$ cat src/sv/pgu_pkg.sv
package pgu_pkg;

  localparam int MAX_GRID    = 128;
  localparam int STEP_LIMIT  = 250;
  localparam int VALUE_WIDTH = 16;

  localparam int CELL_W      = 14;
  localparam int USED_W      = CELL_W + 1;
  localparam int GRID_W      = 8;
  localparam int FACTOR_W    = 9;
  localparam int COUNT_W     = 8;
  localparam int PROD_W      = VALUE_WIDTH + FACTOR_W;

  localparam logic [VALUE_WIDTH-1:0] TAU_FLOOR  = VALUE_WIDTH'(5120);
  localparam logic [VALUE_WIDTH-1:0] TAU_CAP    = VALUE_WIDTH'(51200);
  localparam logic [FACTOR_W-1:0]    FACTOR_ONE = FACTOR_W'(256);
  localparam logic [GRID_W-1:0]      GRID_MAX   = GRID_W'(MAX_GRID);
  localparam logic [COUNT_W-1:0]     COUNT_MAX  = COUNT_W'(STEP_LIMIT);

  typedef enum logic [1:0] {
    OP_EVAPORATE = 2'd0,
    OP_DEPOSIT   = 2'd1,
    OP_READ      = 2'd2,
    OP_NONE      = 2'd3
  } op_t;

  localparam logic [1:0] REG_GRID_WIDTH  = 2'd0;
  localparam logic [1:0] REG_EVAP_FACTOR = 2'd1;
  localparam logic [1:0] REG_TARGET_CELL = 2'd2;

  typedef struct packed {
    logic [GRID_W-1:0]   grid_width;
    logic [FACTOR_W-1:0] evaporation_factor;
    logic [CELL_W-1:0]   target_cell;
  } cfg_t;

  typedef struct packed {
    logic load;       // transfer accepted: latch item, issue cell read
    logic clear;      // clearing pass: write floor value at sweep address
    logic evap_run;   // evaporation walk: issue reads
    logic exec;       // read/deposit: data back, compute and respond
    logic evap_done;  // evaporation drained: respond
  } ctrl_cmd_t;

  typedef struct packed {
    logic clear_last;
    logic evap_issued;
    logic pipe_empty;
  } dp_status_t;

endpackage

$ cat src/sv/pgu_ctrl.sv
module pgu_ctrl
  import pgu_pkg::*;
(
  input  logic       clk,
  input  logic       rst,
  input  logic       start,
  input  logic [1:0] operation,
  input  dp_status_t status,
  output ctrl_cmd_t  cmd,
  output logic       busy
);

  typedef enum logic [4:0] {
    S_CLEAR = 5'b00001,
    S_IDLE  = 5'b00010,
    S_EXEC  = 5'b00100,
    S_EVAP  = 5'b01000,
    S_DRAIN = 5'b10000
  } state_t;

  state_t state, state_next;
  op_t    op_in;

  assign op_in = op_t'(operation);

  always_ff @(posedge clk) begin
    if (rst) begin
      state <= S_CLEAR;
    end else begin
      state <= state_next;
    end
  end

  always_comb begin
    state_next = state;
    case (state)
      S_CLEAR: begin
        if (status.clear_last) state_next = S_IDLE;
      end
      S_IDLE: begin
        if (start) begin
          state_next = (op_in == OP_EVAPORATE) ? S_EVAP : S_EXEC;
        end
      end
      S_EXEC: begin
        state_next = S_IDLE;
      end
      S_EVAP: begin
        if (status.evap_issued) state_next = S_DRAIN;
      end
      S_DRAIN: begin
        if (status.pipe_empty) state_next = S_IDLE;
      end
      default: begin
        state_next = S_CLEAR;
      end
    endcase
  end

  assign busy          = (state != S_IDLE);
  assign cmd.load      = (state == S_IDLE) && start;
  assign cmd.clear     = (state == S_CLEAR);
  assign cmd.evap_run  = (state == S_EVAP);
  assign cmd.exec      = (state == S_EXEC);
  assign cmd.evap_done = (state == S_DRAIN) && status.pipe_empty;

endmodule

$ cat config.mk
export PLATFORM = sky130hd
export DESIGN_NAME = pgu_ctrl
export DESIGN_NICKNAME = d
export VERILOG_FILES = /design/src/sv/pgu_pkg.sv /design/src/sv/pgu_ctrl.sv
export SDC_FILE = /design/constraint.sdc
export NUM_CORES = 1
export LEC_CHECK = 0
export ABC_AREA = 1
export BUFFER_PORTS_ARGS = -buffer_cell sky130_fd_sc_hd__buf_2
export CORE_AREA = 2 2 39 41
export CTS_BUF_LIST = sky130_fd_sc_hd__clkbuf_2 sky130_fd_sc_hd__clkbuf_4 sky130_fd_sc_hd__clkbuf_8
export DETAILED_ROUTE_END_ITERATION = 8
export DIE_AREA = 0 0 41 43
export GPL_ROUTABILITY_DRIVEN = 0
export REMOVE_ABC_BUFFERS = 1
export SETUP_SLACK_MARGIN = 0.1
export SYNTH_ARGS = -nofsm -noshare
export SYNTH_HDL_FRONTEND = slang
export SYNTH_SLANG_ARGS = --single-unit
$ cat constraint.sdc
create_clock -name clk -period 2.9 [get_ports clk]
set_input_delay 0.145 -clock clk [delete_from_list [all_inputs] [get_ports clk]]
set_output_delay 0.145 -clock clk [all_outputs]
set_load 0.03 [all_outputs]
# After elaboration in Yosys (flattened, before gate mapping)
# Cells that the tools add are included.
# Widths: inputs -> output; s select.
# word_totals
reg_bits,5
inputBits,8
out_inout_bits,6
elab_cells,21
# op_classes
n_eq_ne,10
muxes,6
reduce_logical,4
# ops
op,count
$pmux 5 s5,1
$mux 5,4
$ne 2x2->1 const B,4
$eq 5x1->1 const B,1
$eq 5x2->1 const B,1
$eq 5x3->1 const B,1
$eq 5x4->1 const B,1
$eq 5x5->1 const B,1
$ne 5x2->1 const B,1
$mux 4,1
$reduce_and 4->1,1
$logic_and 1x1->1,2
$logic_not 2->1,1

# Longest topological paths before layout
# logic_depth
word_depth,4
ltp_mapped,8
depth_no_buf,8

# Worst setup path after synthesis
# Ideal clock, no wire load.
# synth_timing
kind,reg2out
from,register state[1]
to,output port cmd[4] (netlist name)
t_arrival_ns,1.392
required_time_ns,2.755
setup_slack_ns,1.363
stages_incl_launch_ff,5
path_buffers,0
cell_sequence,dfxtp_1 > inv_1 > nor2_1 > nand3_1 > nor2_1
# synth_lines
element,line_no,rtl
start: declaration,pgu_ctrl.sv:21,"state_t state, state_next;"
start signal: assignment,pgu_ctrl.sv:30,state <= state_next;
end: declaration,pgu_ctrl.sv:9,"output ctrl_cmd_t cmd,"

==> results.sh <==
export IMPL_outcome="finished clean"
export IMPL_hold_ws_ns=0.06666
export IMPL_pin_count=14
export IMPL_cts_root_buf="clkbuf_4"
export IMPL_synth_enable_flop_cells=0
export IMPL_holdPathEnd="state[2]$_SDFFE_PP0P_"
export IMPL_timing_worst_slew_pin_value_ns=0.2062
export IMPL_seq_area_sq_um=100.1
export IMPL_most_instantiated_flip_flop_cell_in_the_synthesis_netlist="dfxtp_1"
export IMPL_switchingPower_uw=220.3
export IMPL_core_rowCount=14
export IMPL_finalPower_uw=453.9
export IMPL_cellPowerDensity_mw_per_mm2=975.3
export IMPL_cp_cell_sequence="inv_1, nor2_1, nand3_1, nor2_1, buf_2"
export IMPL_cts_tree="done"
export IMPL_whs_path_depth=2
export IMPL_largest_register_by_flop_count="state"
export IMPL_grt_ovfl_total=0
export IMPL_grt_setup_unrepaired="no"
export IMPL_cts_repair_resized=0
export IMPL_detail_route_antenna_nets=0
export IMPL_worstReg2RegStart="state[4]$_SDFFE_PP0P_"
export IMPL_count_of_buffering_cells_on_the_critical_path_with_inverters_included=2
export IMPL_timing_critical_path_slowest_cell_delay_ns=0.38
export IMPL_tritoncts_buffer_count=3
export IMPL_clock_sinks=5
export IMPL_synth_top_cells_by_area="dfxtp_1 29%, nor2_1 16%, nand2_1 12%, inv_1 11%, nand4_1 8.9%"
export IMPL_total_cell_area_at_the_placement_stage_sq_um=435.4
export IMPL_synth_simple_area_share=0.5964
export IMPL_timing_fmax_mhz=661.8
export IMPL_h_tree_depth=1
export IMPL_finalNonFillerCells=91
export IMPL_timing_slew_headroom=0.8621
export IMPL_synth_area_mux_share=0
export IMPL_largest_reg_flops=5
export IMPL_floorplan_die_area_sq_mm=0.001763
export IMPL_grt_use_total=0.1136
export IMPL_avgRoutedWirePerCell_um=8.659
export IMPL_worst_path_most_repeated_cell="nor2_1"
export IMPL_timing_critical_path_required_ns=2.76
export IMPL_floorplan_core_area_sq_mm=0.001384
export IMPL_power_frac_clock=0.199
export IMPL_vdd_drop_max_v=0.0002472
export IMPL_switching_portion_of_total_power=0.4854
export IMPL_largest_net_degree_at_the_start_of_global_routing=8
export IMPL_vias_in_the_first_global_route=363
export IMPL_layout_drive_gt1_share=0.3333
export IMPL_multi_input_area_sq_um=209.0
export IMPL_worst_hold_startpoint="rst"
export IMPL_drt_iter0_markers=5
export IMPL_total_leakage_power_nw=0.2750
export IMPL_synth_xor_area_share=0
export IMPL_num_vias=410
export IMPL_cpMaxStageDelayCell="dfxtp_1"
export IMPL_period_minus_slack_ns=1.511
export IMPL_n_fill_cell=156
export IMPL_post_synth_fa_ha_maj_area_fraction=0
export IMPL_crit_family="simple AND/OR/NAND/NOR gates"
export IMPL_post_placement_cell_count=87
export IMPL_synth_async_reset_ratio=0
export IMPL_worstRegToRegCells=7
export IMPL_dp_slack_ns=1.620
export IMPL_worst_ep_arrival_time_ns=1.37
export IMPL_width_of_the_chip_um=41
export IMPL_dp_wirelength_um=670.7
export IMPL_die_h_um=43
export IMPL_post_synthesis_cell_area_sq_um=350.3
export IMPL_finClkSkew_ns=0.0009128
export IMPL_power_sequential_fraction=0.262
export IMPL_r2r_setup_slack_ns=1.72
export IMPL_synthesized_area_per_cell_sq_um=6.040
export IMPL_postCtsSetupRepairBufs=0
export IMPL_post_synth_num_cell_types=11
export IMPL_seq_total_area_yosys=0.2857
export IMPL_reg_top3="state (5)"
export IMPL_yosys_register_bits=5
export IMPL_port_buffer_count=13
export IMPL_grt_first_pass_wirelength_um=1311
export IMPL_setup_viol=0
export IMPL_clk_insertion_delay_late_ns=0.25
export IMPL_final_net_count=84
export IMPL_worst_slack_ns=1.389
export IMPL_tns_ns=0
export IMPL_grt_antenna_before_repair=0
export IMPL_timing_rr_end="state[4]$_SDFFE_PP0P_"
export IMPL_comb_power_share=0.539
export IMPL_detail_route_wirelength_um=788
export IMPL_worst_path_max_fanout=4
export IMPL_endpoint_kind="output port"
export IMPL_avgViaCountPerCell=4.505
export IMPL_start_kind="flip-flop"
export IMPL_clkTransAtPathRegs_ns=0.04
export IMPL_maxCapViolCount=0
export IMPL_cts_hold_fix_buffers=0
export IMPL_post_synthesis_compound_gate_area_fraction=0
export IMPL_timing_hold_worst_class="in2reg"
export IMPL_cellInternalPower_uw=233.6
export IMPL_postSynthCellCount=58
export IMPL_cts_max_path_buffers=2
export IMPL_yosys_cell_count_top_type="nor2_1"
export IMPL_antenna_diode_count=0
export IMPL_ys_warn_count=0
export IMPL_post_synth_top_area_cell="dfxtp_1"
export IMPL_drc=0
export IMPL_synthToLayoutAreaGrowth_pct=32.86
export IMPL_worst_setup_path_type="reg2out"
export IMPL_final_max_slew_violation_count=0
export IMPL_ys_top_cells_by_count="15 x nor2_1, 11 x nand2_1, 10 x inv_1"
export IMPL_floorplan_initialDensity=0.2532
export IMPL_fin_area_sq_um=465.4
export IMPL_hold_violations=0
export IMPL_synth_top_family_by_area="simple AND/OR/NAND/NOR gates"
export IMPL_drt_pre_antenna_iters=4
export IMPL_utilization=0.3363
export IMPL_share_of_the_cycle_needed_by_the_critical_path_after_routing=0.5210
export IMPL_synth_top_cell_area_share=0.2857
logic make-up (layout without fill, tap and decap cells):
| group | count (synthesis) | after routing |
|---|---|---|
| buffers and inverters | 11 | 28 |
| DFF | 5 | 5 |
| and+or+nand+nor | 42 | 42 |
cell type report:
| class | instances | area share |
|---|---|---|
| Sequential cell | 5 | 0.2151 |
| Clock buffer | 4 | 0.06452 |
| Tap cell | 16 | 0.04301 |
| Timing Repair Buffer | 13 | 0.1398 |
| Multi-Input combinational cell | 42 | 0.4489 |
| Inverter | 11 | 0.08871 |
worst reg2reg max path, stage by stage, from the launching register on:
cell	delay, ns
dfxtp_1	0.42
inv_2	0.10
nand4_1	0.12
nand2_2	0.07
nor2_4	0.18
nand2_1	0.07
nand2_1	0.08
nor2_2	0.03
layout by cell type (no fill, tap or decap):
master | Yosys | final
nor2_1 | 15 | 15
buf_2 | 0 | 13
nand2_1 | 11 | 11
inv_1 | 10 | 10
nand4_1 | 5 | 5
dfxtp_1 | 5 | 5
nand3_1 | 4 | 4
clkbuf_4 | 0 | 4
nor2_2 | 3 | 3
nor2_4 | 2 | 2
inv_2 | 1 | 1
nand4_2 | 1 | 1
nand2_2 | 1 | 1
power groups by stage:
stage               clock network [mW]  logic (mW)  registers [mW]
finish                          0.0903       0.245           0.119
global route                    0.0947       0.276           0.124
CTS                             0.0913       0.248           0.119
detailed placement                   0       0.247           0.120
global placement                     0       0.248           0.118
floorplan                            0       0.198           0.115
worst max-delay path by stage:
stage	start	endpoint	slack, ns	cells past startpoint
floorplan	state[1]$_SDFFE_PP0P_	cmd[4]	1.36	4
global placement	state[1]$_SDFFE_PP0P_	cmd[4]	1.65	5
detailed placement	state[1]$_SDFFE_PP0P_	cmd[4]	1.62	5
CTS	state[1]$_SDFFE_PP0P_	cmd[4]	1.35	5
global route	state[1]$_SDFFE_PP0P_	cmd[4]	1.26	5
finish	state[1]$_SDFFE_PP0P_	cmd[4]	1.39	5
per-layer routing:
metal	GRT usage	vias to the layer above	wire, um
li1	-	216	-
met1	0.1226	178	334
met2	0.1688	11	367
met3	0.01571	5	38
met4	0.1200	0	48
met5	0	-	0
Power figures use the tool's default switching activity.
